## src/rtl/blir_pkg.sv

```systemverilog
// ----------------------------------------------------------------------------
// blir_pkg
// Shared sizes, codes and helpers for the bounded list block.
// ----------------------------------------------------------------------------
package blir_pkg;

   localparam int CAPACITY   = 32;
   localparam int ADDR_W     = $clog2(CAPACITY);
   localparam int CNT_W      = $clog2(CAPACITY + 1);

   localparam int ACTION_W   = 3;
   localparam int KEY_W      = 32;
   localparam int POS_W      = 6;
   localparam int STATUS_W   = 2;
   localparam int ECNT_W     = 6;
   localparam int CMP_W      = (CNT_W > POS_W) ? CNT_W : POS_W;

   localparam int REQ_DATA_W = 48;
   localparam int RSP_DATA_W = 40;

   // field offsets in the packed tdata words
   localparam int REQ_ACT_LSB  = 0;
   localparam int REQ_VAL_LSB  = REQ_ACT_LSB + ACTION_W;
   localparam int REQ_POS_LSB  = REQ_VAL_LSB + KEY_W;
   localparam int RSP_STAT_LSB = 0;
   localparam int RSP_KEY_LSB  = RSP_STAT_LSB + STATUS_W;
   localparam int RSP_CNT_LSB  = RSP_KEY_LSB + KEY_W;

   localparam logic [ACTION_W-1:0] ACT_APPEND = 3'd0;
   localparam logic [ACTION_W-1:0] ACT_INSERT = 3'd1;
   localparam logic [ACTION_W-1:0] ACT_REMOVE = 3'd2;
   localparam logic [ACTION_W-1:0] ACT_DUMP   = 3'd3;
   localparam logic [ACTION_W-1:0] ACT_CLEAR  = 3'd4;

   localparam logic [STATUS_W-1:0] STAT_OK    = 2'd0;
   localparam logic [STATUS_W-1:0] STAT_EMPTY = 2'd1;
   localparam logic [STATUS_W-1:0] STAT_RANGE = 2'd2;
   localparam logic [STATUS_W-1:0] STAT_FULL  = 2'd3;

   typedef struct packed {
      logic              wr_en;
      logic [ADDR_W-1:0] wr_addr;
      logic [KEY_W-1:0]  wr_data;
      logic              rd_en;
      logic [ADDR_W-1:0] rd_addr;
   } mem_req_type;

   typedef struct packed {
      logic [STATUS_W-1:0] status;
      logic [KEY_W-1:0]    key;
      logic                last;
      logic [ECNT_W-1:0]   entry_count;
   } result_type;

   // physical slot of a logical index in the circular buffer
   function automatic logic [ADDR_W-1:0] wrap_add(input logic [ADDR_W-1:0] head,
                                                  input logic [ADDR_W-1:0] lg);
      logic [ADDR_W:0] sum;
      sum = {1'b0, head} + {1'b0, lg};
      if (sum >= (ADDR_W + 1)'(CAPACITY)) begin
         sum = sum - (ADDR_W + 1)'(CAPACITY);
      end
      return sum[ADDR_W-1:0];
   endfunction

endpackage

```

## src/rtl/bounded_list_insert_remove.sv

```systemverilog
// ----------------------------------------------------------------------------
// bounded_list_insert_remove
// Ordered list of up to CAPACITY signed keys with append, insert at front,
// remove at position, dump and clear.
// ----------------------------------------------------------------------------
// The keys sit in a single-port-write, single-port-read memory used as a
// circular buffer, so append, insert at front, clear, removal of the first or
// last entry and every error case finish without leaving the idle state.
// Removing an inner entry at position p of a list of n entries moves the tail
// down one slot per cycle through the memory. A dump first reads the head
// entry, then returns one entry per cycle while the result side keeps taking;
// a stall on the result side holds the loop. An item is taken only when the
// sequencer is idle and the output register is free or being emptied. No
// clearing pass is needed after reset.
module bounded_list_insert_remove (
   input  logic                              clock,
   input  logic                              reset,
   input  logic                              req_tvalid,
   output logic                              req_tready,
   // action [2:0], value [34:3], position [40:35], zero fill [47:41]
   input  logic [blir_pkg::REQ_DATA_W-1:0]   req_tdata,
   output logic                              rsp_tvalid,
   input  logic                              rsp_tready,
   // status [1:0], key_out [33:2], entry_count [39:34]
   output logic [blir_pkg::RSP_DATA_W-1:0]   rsp_tdata,
   output logic                              rsp_tlast
);
   import blir_pkg::*;

   mem_req_type      mem;
   logic [KEY_W-1:0] rd_data;
   logic             res_valid;
   result_type       res;
   logic             out_free;

   logic             rsp_valid_ff;
   result_type       rsp_res_ff;

   assign out_free = !rsp_valid_ff || rsp_tready;

   blir_store u_store (
      .clock   (clock),
      .mem     (mem),
      .rd_data (rd_data)
   );

   blir_ctrl u_ctrl (
      .clock        (clock),
      .reset        (reset),
      .req_valid    (req_tvalid),
      .req_ready    (req_tready),
      .req_action   (req_tdata[REQ_ACT_LSB +: ACTION_W]),
      .req_value    (req_tdata[REQ_VAL_LSB +: KEY_W]),
      .req_position (req_tdata[REQ_POS_LSB +: POS_W]),
      .out_free     (out_free),
      .res_valid    (res_valid),
      .res          (res),
      .mem          (mem),
      .rd_data      (rd_data)
   );

   always_ff @(posedge clock) begin
      if (reset) begin
         rsp_valid_ff <= 1'b0;
      end else if (res_valid) begin
         rsp_valid_ff <= 1'b1;
      end else if (rsp_tready) begin
         rsp_valid_ff <= 1'b0;
      end
   end

   always_ff @(posedge clock) begin
      if (res_valid) begin
         rsp_res_ff <= res;
      end
   end

   assign rsp_tvalid = rsp_valid_ff;
   assign rsp_tdata  = {rsp_res_ff.entry_count, rsp_res_ff.key, rsp_res_ff.status};
   assign rsp_tlast  = rsp_res_ff.last;

endmodule

```

## src/rtl/blir_store.sv

```systemverilog
// ----------------------------------------------------------------------------
// blir_store
// Key memory: one write port, one read port, registered read data.
// ----------------------------------------------------------------------------
module blir_store (
   input  logic                     clock,
   input  blir_pkg::mem_req_type    mem,
   output logic [blir_pkg::KEY_W-1:0] rd_data
);
   import blir_pkg::*;

   logic [KEY_W-1:0] mem_array [CAPACITY];
   logic [KEY_W-1:0] rd_data_ff;

   always_ff @(posedge clock) begin
      if (mem.wr_en) begin
         mem_array[mem.wr_addr] <= mem.wr_data;
      end
   end

   // read data holds while no read is issued
   always_ff @(posedge clock) begin
      if (mem.rd_en) begin
         rd_data_ff <= mem_array[mem.rd_addr];
      end
   end

   assign rd_data = rd_data_ff;

endmodule

```

## src/rtl/blir_ctrl.sv

```systemverilog
// ----------------------------------------------------------------------------
// blir_ctrl
// List sequencer: head pointer, count, shift and dump loops over the memory.
// ----------------------------------------------------------------------------
module blir_ctrl (
   input  logic                          clock,
   input  logic                          reset,
   input  logic                          req_valid,
   output logic                          req_ready,
   input  logic [blir_pkg::ACTION_W-1:0] req_action,
   input  logic [blir_pkg::KEY_W-1:0]    req_value,
   input  logic [blir_pkg::POS_W-1:0]    req_position,
   input  logic                          out_free,
   output logic                          res_valid,
   output blir_pkg::result_type          res,
   output blir_pkg::mem_req_type         mem,
   input  logic [blir_pkg::KEY_W-1:0]    rd_data
);
   import blir_pkg::*;

   typedef enum logic [2:0] {
      ST_IDLE  = 3'b001,
      ST_SHIFT = 3'b010,
      ST_DUMP  = 3'b100
   } state_type;

   state_type         state_ff, state_in;
   logic [ADDR_W-1:0] head_ff, head_in;
   logic [CNT_W-1:0]  count_ff, count_in;
   logic [ADDR_W-1:0] idx_ff, idx_in;

   logic              accept;
   logic              full;
   logic [CMP_W-1:0]  pos_c;
   logic [CMP_W-1:0]  cnt_c;
   logic [ADDR_W-1:0] idx_nxt;

   assign req_ready = (state_ff == ST_IDLE) && out_free;
   assign accept    = req_valid && req_ready;
   assign full      = (count_ff == CNT_W'(CAPACITY));
   assign pos_c     = CMP_W'(req_position);
   assign cnt_c     = CMP_W'(count_ff);
   assign idx_nxt   = idx_ff + ADDR_W'(1);

   always_comb begin
      state_in  = state_ff;
      head_in   = head_ff;
      count_in  = count_ff;
      idx_in    = idx_ff;
      mem       = '0;
      res_valid = 1'b0;
      res       = '0;
      res.last  = 1'b1;

      case (state_ff)
         ST_IDLE: begin
            if (accept) begin
               res_valid = 1'b1;
               case (req_action)
                  ACT_APPEND: begin
                     if (full) begin
                        res.status = STAT_FULL;
                     end else begin
                        mem.wr_en   = 1'b1;
                        mem.wr_addr = wrap_add(head_ff, ADDR_W'(count_ff));
                        mem.wr_data = req_value;
                        count_in    = count_ff + CNT_W'(1);
                     end
                  end
                  ACT_INSERT: begin
                     if (full) begin
                        res.status = STAT_FULL;
                     end else begin
                        head_in     = wrap_add(head_ff, ADDR_W'(CAPACITY - 1));
                        mem.wr_en   = 1'b1;
                        mem.wr_addr = head_in;
                        mem.wr_data = req_value;
                        count_in    = count_ff + CNT_W'(1);
                     end
                  end
                  ACT_REMOVE: begin
                     if (count_ff == '0) begin
                        res.status = STAT_EMPTY;
                     end else if (pos_c == '0 || pos_c > cnt_c) begin
                        res.status = STAT_RANGE;
                     end else if (pos_c == CMP_W'(1)) begin
                        // front entry: just move the head
                        head_in  = wrap_add(head_ff, ADDR_W'(1));
                        count_in = count_ff - CNT_W'(1);
                     end else if (pos_c == cnt_c) begin
                        count_in = count_ff - CNT_W'(1);
                     end else begin
                        // close the gap: read position, write position - 1
                        res_valid   = 1'b0;
                        mem.rd_en   = 1'b1;
                        mem.rd_addr = wrap_add(head_ff, ADDR_W'(req_position));
                        idx_in      = ADDR_W'(req_position) - ADDR_W'(1);
                        state_in    = ST_SHIFT;
                     end
                  end
                  ACT_DUMP: begin
                     if (count_ff == '0) begin
                        res.status = STAT_EMPTY;
                     end else begin
                        res_valid   = 1'b0;
                        mem.rd_en   = 1'b1;
                        mem.rd_addr = head_ff;
                        idx_in      = '0;
                        state_in    = ST_DUMP;
                     end
                  end
                  ACT_CLEAR: begin
                     count_in = '0;
                  end
                  default: begin
                  end
               endcase
            end
         end
         ST_SHIFT: begin
            mem.wr_en   = 1'b1;
            mem.wr_addr = wrap_add(head_ff, idx_ff);
            mem.wr_data = rd_data;
            if (CNT_W'(idx_ff) + CNT_W'(2) < count_ff) begin
               mem.rd_en   = 1'b1;
               mem.rd_addr = wrap_add(head_ff, idx_ff + ADDR_W'(2));
               idx_in      = idx_nxt;
            end else begin
               count_in  = count_ff - CNT_W'(1);
               res_valid = 1'b1;
               state_in  = ST_IDLE;
            end
         end
         ST_DUMP: begin
            if (out_free) begin
               res_valid = 1'b1;
               res.key   = rd_data;
               res.last  = (CNT_W'(idx_ff) + CNT_W'(1) == count_ff);
               if (res.last) begin
                  state_in = ST_IDLE;
               end else begin
                  mem.rd_en   = 1'b1;
                  mem.rd_addr = wrap_add(head_ff, idx_nxt);
                  idx_in      = idx_nxt;
               end
            end
         end
         default: begin
            state_in = ST_IDLE;
         end
      endcase

      res.entry_count = ECNT_W'(count_in);
   end

   always_ff @(posedge clock) begin
      if (reset) begin
         state_ff <= ST_IDLE;
         head_ff  <= '0;
         count_ff <= '0;
      end else begin
         state_ff <= state_in;
         head_ff  <= head_in;
         count_ff <= count_in;
      end
   end

   always_ff @(posedge clock) begin
      idx_ff <= idx_in;
   end

endmodule

```

## config.mk

```make
export PLATFORM = sky130hd
export DESIGN_NAME = bounded_list_insert_remove
export DESIGN_NICKNAME = d
export VERILOG_FILES = /design/src/rtl/blir_pkg.sv /design/src/rtl/bounded_list_insert_remove.sv /design/src/rtl/blir_store.sv /design/src/rtl/blir_ctrl.sv
export SDC_FILE = /design/constraint.sdc
export NUM_CORES = 1
export LEC_CHECK = 0
export BUFFER_PORTS_ARGS = -buffer_cell sky130_fd_sc_hd__buf_2
export CORE_MARGIN = 2
export CORE_UTILIZATION = 60
export DETAILED_ROUTE_END_ITERATION = 6
export PLACE_DENSITY = 0.81
export SYNTH_ARGS = -nofsm -noshare
export SYNTH_HDL_FRONTEND = slang
export SYNTH_SLANG_ARGS = --single-unit
```

## constraint.sdc

```tcl
create_clock -name clock -period 5.2 [get_ports clock]
set_clock_uncertainty 0.1 [all_clocks]
set_input_delay 0.78 -clock clock [delete_from_list [all_inputs] [get_ports clock]]
set_output_delay 0.78 -clock clock [all_outputs]
set_load 0.01 [all_outputs]
```

* Word-level counts from Yosys, hierarchy flattened
Memories as Yosys holds them, arrays and structs flattened. A register that Yosys moved wholly into a read port is not among the register bits. Cells that the tools add are included.
Word-level totals: register bits after elaboration 61, bits in writable memories 1024, input port bits 52, output and inout port bits 43, logic and storage cells 161, memories 1
Cells by class: add/subtract/negate cells 21, $lt $le $gt $ge 9, equality and inequality tests 27, muxes and demuxes 77, reduce and logical (&&, ||, !) cells 17
Memories:
- u_store.mem_array | words 32, bits a word 32, rd ports 1, clocked after memory_dff 1, write ports 1, line blir_store.sv:12 | logic [KEY_W-1:0] mem_array [CAPACITY];
Operator list (number):
- $pmux 38 s2 | 2
- $mux 5 | 20
- $mux 6 | 15
- $mux 38 | 2
- $mux 44 | 1
- $ge 6x6->1 const B | 7
- $sub 5x1->5 const B | 8
- $pmux 6 s3 | 2
- $add 5x5->6 | 5
- $mux 3 | 9
- $pmux 6 s2 | 2
- $pmux 5 s2 | 2
- $ne 3x3->1 const B | 6
- $pmux 5 s3 | 1
- $mux 1 | 13
- $add 5x1->6 const B | 2
- $eq 6x6->1 | 2
- $logic_not 6->1 | 2
- $reduce_and 11->1 | 1
- $ne 2x1->1 const B | 5
- $ne 2x2->1 const B | 5
- $reduce_and 10->1 | 1
- $eq 3x2->1 const B | 3
- $pmux 3 s3 | 1
- 26 further kinds | 34

* Longest topological paths before layout
depth in word-level cells 12, mapped depth 16

* By module
From an unflattened synthesis, not the netlist that was laid out.
Unflattened totals: cells, all modules 2807, area total of the unflattened synthesis 46049.2 µm²
Modules (own cells, without submodules):
- blir_store | times used 1, cells an instance 2260, area each 40812.9 µm², seq. area each 31710.4 µm²
- blir_ctrl | times used 1, cells an instance 502, area each 3958.8 µm², seq. area each 430.4 µm²
- bounded_list_insert_remove | times used 1, cells an instance 45, area each 1277.5 µm², seq. area each 1251.2 µm²

* Least setup slack after synthesis
OpenSTA, ideal clock, no wires.
path kind register to register, start point register u_ctrl.count_ff[1] (netlist: u_ctrl.cnt_c[1]), end point memory u_store.mem_array[0][0], enable pin, data arrival time 3.597 ns, required time 4.679 ns, slack 1.081 ns, stages on the path, launching flop included 13, buffers on the path 2, clock period less this slack 4.119 ns, cell sequence dfxtp_1 clkbuf_1 inv_1 ha_1 nor4b_2 nand2_1 and2_1 nand2b_1 clkbuf_1 o22ai_1 o21ai_0 nand2_1 nor2_1
On the way: word-level cells in the longest chain between the ends 7, elaborated cells on any way between the ends 12, those cells by class 2 x add/sub; 1 x order compare; 1 x eq/ne; 8 x mux
RTL lines:
- start: declaration | line blir_ctrl.sv:29 | logic [CNT_W-1:0] count_ff, count_in;
- start signal: assignment | line blir_ctrl.sv:164 | count_ff <= count_in;
- $add 5x5->6 or $eq 6x6->1 (tied branches) | line blir_pkg.sv:59, blir_ctrl.sv:40
- $sub 5x1->5 (tied with other cells) | line blir_pkg.sv:61 | sum = sum - (ADDR_W + 1)'(CAPACITY);
- $mux 5 or $pmux 38 s2 (tied branches) | line blir_pkg.sv:60, blir_ctrl.sv:59
- $mux 38 or $mux 44 (tied branches) | line blir_ctrl.sv:61, blir_ctrl.sv:57
- $pmux 38 s2 * | line blir_ctrl.sv:59 | case (req_action)
- $mux 44 * | line blir_ctrl.sv:57 | if (accept) begin
- $pmux 38 s2 * | line blir_ctrl.sv:55 | case (state_ff)
- end: declaration | line blir_store.sv:12
Every way passes the cells marked *; elsewhere a longest branch is shown, timed or not.

* Worst setup path in the final report
start point register u_ctrl.count_ff[4] (netlist: u_ctrl.cnt_c[4]), end point register u_store.rd_data_ff[14] (netlist: u_store.rd_data[14]), read port of u_store.mem_array (data pin)
On the way: word-level cells in the longest chain between the ends 8, elaborated cells on any way between the ends 17, those cells by class 2 x order compare; 2 x eq/ne; 11 x mux; 2 x reduce/logical
RTL lines:
- branches (longest 7 deep; another with $gt 6x6->1)
- $pmux 6 s3 * | line blir_ctrl.sv:55
- end: declaration | line blir_store.sv:13 | logic [KEY_W-1:0] rd_data_ff;
Mark *: on every way between the ends. A chain may end at the register's enable or synchronous reset.

==> impl_metrics.env <==
export IMPL_detail_route_first_pass_iterations=7
export IMPL_crit_chain="inv_1 -> ha_1 -> and4_1 -> a32o_1 -> nor3_1 -> a32oi_1 -> o211ai_1 -> nor2b_1 -> nand2_2 -> buf_4 -> o22ai_1 -> nor4_2"
export IMPL_violations="DRC"
export IMPL_highest_layer="met4"
export IMPL_cts_num_sinks=1117
export IMPL_initial_core_util_pct=60.80
export IMPL_slew_headroom_pct=21.44
export IMPL_netlist_instances=3262
export IMPL_required_ns=5.51
export IMPL_dp_cells=4202
export IMPL_fin_area_um2=51220
export IMPL_grt_pass1_vias=28400
export IMPL_grt_pass1_wl_um=173900
export IMPL_path_max_fanout=19
export IMPL_hold_class="in2reg"
export IMPL_avgSynthCellArea_um2=13.90
export IMPL_finish_net_count=3437
export IMPL_dpl_cell_area_um2=47630
export IMPL_sw_frac_of_total_pct=19.46
export IMPL_synth_edf_count=1102
export IMPL_wl_per_cell_um=26.92
export IMPL_ys_warn_count=0
export IMPL_rsz0062_at_grt="false"
export IMPL_cap_violations=0
export IMPL_ys_ff_latch=1117
export IMPL_max_freq_ghz=0.2232
export IMPL_die_x_um=278.9
export IMPL_cts_buffer_depth=3
export IMPL_synthArstFlopShare_pct=0
export IMPL_wl_um=118300
export IMPL_period_share_pct=86.15
export IMPL_hpwlAfterDp_um=63550
export IMPL_synth_cell_types=76
export IMPL_setup_ws_ns=0.7202
export IMPL_synth_area_leader_cell="edfxtp_1"
export IMPL_insertion_delay_ns=0.68
export IMPL_crit_family="simple AND/OR/NAND/NOR gates"
export IMPL_endpoint_kind="flip-flop"
export IMPL_setup_tns_ns=0
export IMPL_die_h_um=278.9
export IMPL_cp_start_kind="flip-flop"
export IMPL_slowest_delay_ns=0.52
export IMPL_worstPathArrival_ns=4.79
export IMPL_area_growth_synth_to_final_pct=12.96
export IMPL_ys_seq_area_share_pct=73.64
export IMPL_p_leak_nw=17.13
export IMPL_rows=100
export IMPL_p_switching_mw=3.530
export IMPL_mappedNetlistArea_um2=45340
export IMPL_cts_resized=0
export IMPL_wl_met2_um=55810
export IMPL_htreeDepth=3
export IMPL_syn_num_nets=3360
export IMPL_p_total_mw=18.14
export IMPL_port_buffers=87
export IMPL_cts_buffers=104
export IMPL_setup_viol=0
export IMPL_core_area_um2=74570
export IMPL_grt_overflow_total=0
export IMPL_ir_worst_vdd_mv=0.2905
export IMPL_pre_cts_ws_ns=0.5995
export IMPL_post_route_min_period_ns=4.480
export IMPL_num_antenna_cells=0
export IMPL_crit_path_top_delay_cell="nand2_2"
export IMPL_path_buf_inv=2
export IMPL_final_common_cell="edfxtp_1"
export IMPL_antenna_found_initial=0
export IMPL_maxSlewViolCount=0
export IMPL_cts_setup_buffers=0
export IMPL_finalHoldViolCount=0
export IMPL_globalplace_congestion=0.9023
export IMPL_crit_type="reg2reg"
export IMPL_vias=29830
export IMPL_layoutNonFillerInstCount=4394
export IMPL_combPwrFrac_pct=1.9
export IMPL_drc=2
export IMPL_worst_pin_slew_ns=1.178
export IMPL_drive_above_1_share_pct=12.55
export IMPL_clockRootBuffer="clkbuf_16"
export IMPL_pwr_share_seq_pct=54.5
export IMPL_die_area_um2=77790
export IMPL_wl_met1_um=42240
export IMPL_cts_tree="done"
export IMPL_powerDensity_nw_per_um2=354.2
export IMPL_synth_ff_type="edfxtp_1"
export IMPL_p_int_mw=14.61
export IMPL_outcome="complete, but fails checks"
export IMPL_clkTransAtPathRegs_ns=0.06
export IMPL_ant_nets=0
export IMPL_layout_common_cells="1102 x edfxtp_1, 806 x nand2_1, 283 x a21oi_1, 258 x a32oi_1, 135 x o22ai_1"
export IMPL_postCtsHoldBufs=0
export IMPL_dr_wl_met3_um=13170
export IMPL_grt_start_max_net_pins=117
export IMPL_synth_top_area_share_pct=72.98
export IMPL_grtUsageTotal_pct=30.14
export IMPL_drt_iter0_drc=4443
export IMPL_io_pins=95
export IMPL_routed_via_density=6.790
export IMPL_synthTopCellsByArea="edfxtp_1 73%, nand2_1 6.7%, a32oi_1 5.0%"
export IMPL_power_frac_clock_pct=43.6
-- sequential cells by signal, indices dropped and copies added, names as in the netlist --
register	flops
rsp_tdata	40
rsp_tlast	1
rsp_tvalid	1
u_ctrl.cnt_c	6
u_ctrl.head_ff	5
u_ctrl.idx_ff	5
u_ctrl.state_ff	3
u_store.mem_array	1024
u_store.rd_data	32
-- layer usage --
layer	global-route usage, %	up-vias
li1	-	12670
met1	39.95	14550
met2	47.89	2167
met3	4.828	450
met4	17.45	0
met5	0	-
-- cell usage after synthesis, drive strengths merged, types with 2 or more instances --
cell	count
o31ai	2
a22oi	2
a21oi	283
nand3	15
inv	20
and3	4
o22ai	135
nand2	815
a221o	3
nor2	62
o21bai	2
fa	5
o211ai	6
o31a	2
edfxtp	1102
buf	103
a21boi	2
o21ai	16
a31oi	3
o21a	5
nor3	13
nand4	4
or3	4
o311ai	2
or2	3
a32oi	258
xnor2	21
nor4	38
nand3b	2
clkbuf	116
a21o	13
xor3	2
nor3b	2
mux2i	4
dfxtp	15
and2	40
a22o	33
xor2	14
o22a	2
nand2b	8
ha	41
nor2b	18
-- kinds of logic (layout without fill, tap and decap cells) --
group,after synthesis,after routing,share of synthesized area [%]
buf+inv,239,402,2.354
fa+ha+maj,47,47,1.374
xor+xnor,37,37,0.7809
compound gates,781,781,11.79
simple gates,1036,1036,9.945
flops,1117,1117,73.64
mux,5,5,0.1131
-- metrics by stage --
stage	utilization [%]	hold slack, ns
finish	68.69	0.3942
global route	68.69	0.4138
CTS	68.69	0.3668
detailed placement	63.87	0.4421
global placement	63.87	0.4300
floorplan	-	0.4250
-- area by class of cell --
type / count / area, µm²
flip-flops and latches: 1117 / 33390
fillers: 4529 / 23350
multi-input cells: 1906 / 11190
clock buffers: 122 / 2713
repair buffers: 190 / 1759
well taps: 969 / 1212
clock inverters: 70 / 879.6
inverters: 20 / 75.07
-- path summary, 6_finish.rpt --
kind | from | endpoint | slack (ns) | cells past startpoint
min | req_tdata[2] | rsp_tdata[0]$_SDFFCE_PN0P_ | 0.39 | 2
min reg2reg | u_store.rd_data[11]$_DFFE_PP_ | rsp_tdata[13]$_SDFFCE_PN0P_ | 0.47 | 1
max reg2reg | u_ctrl.cnt_c[4]$_SDFF_PP0_ | u_store.rd_data[14]$_DFFE_PP_ | 0.72 | 12
max | u_ctrl.cnt_c[4]$_SDFF_PP0_ | u_store.rd_data[14]$_DFFE_PP_ | 0.72 | 12
-- power groups by stage --
| stage | logic [mW] | registers, mW | clock network, mW |
|---|---|---|---|
| finish | 0.338 | 9.89 | 7.91 |
| global route | 0.366 | 9.89 | 8.29 |
| CTS | 0.334 | 9.89 | 7.95 |
| detailed placement | 0.330 | 10.1 | 0 |
| global placement | 0.322 | 10.1 | 0 |
| floorplan | 0.186 | 10.1 | 0 |
No activity file was read; power rests on OpenSTA's default activity.
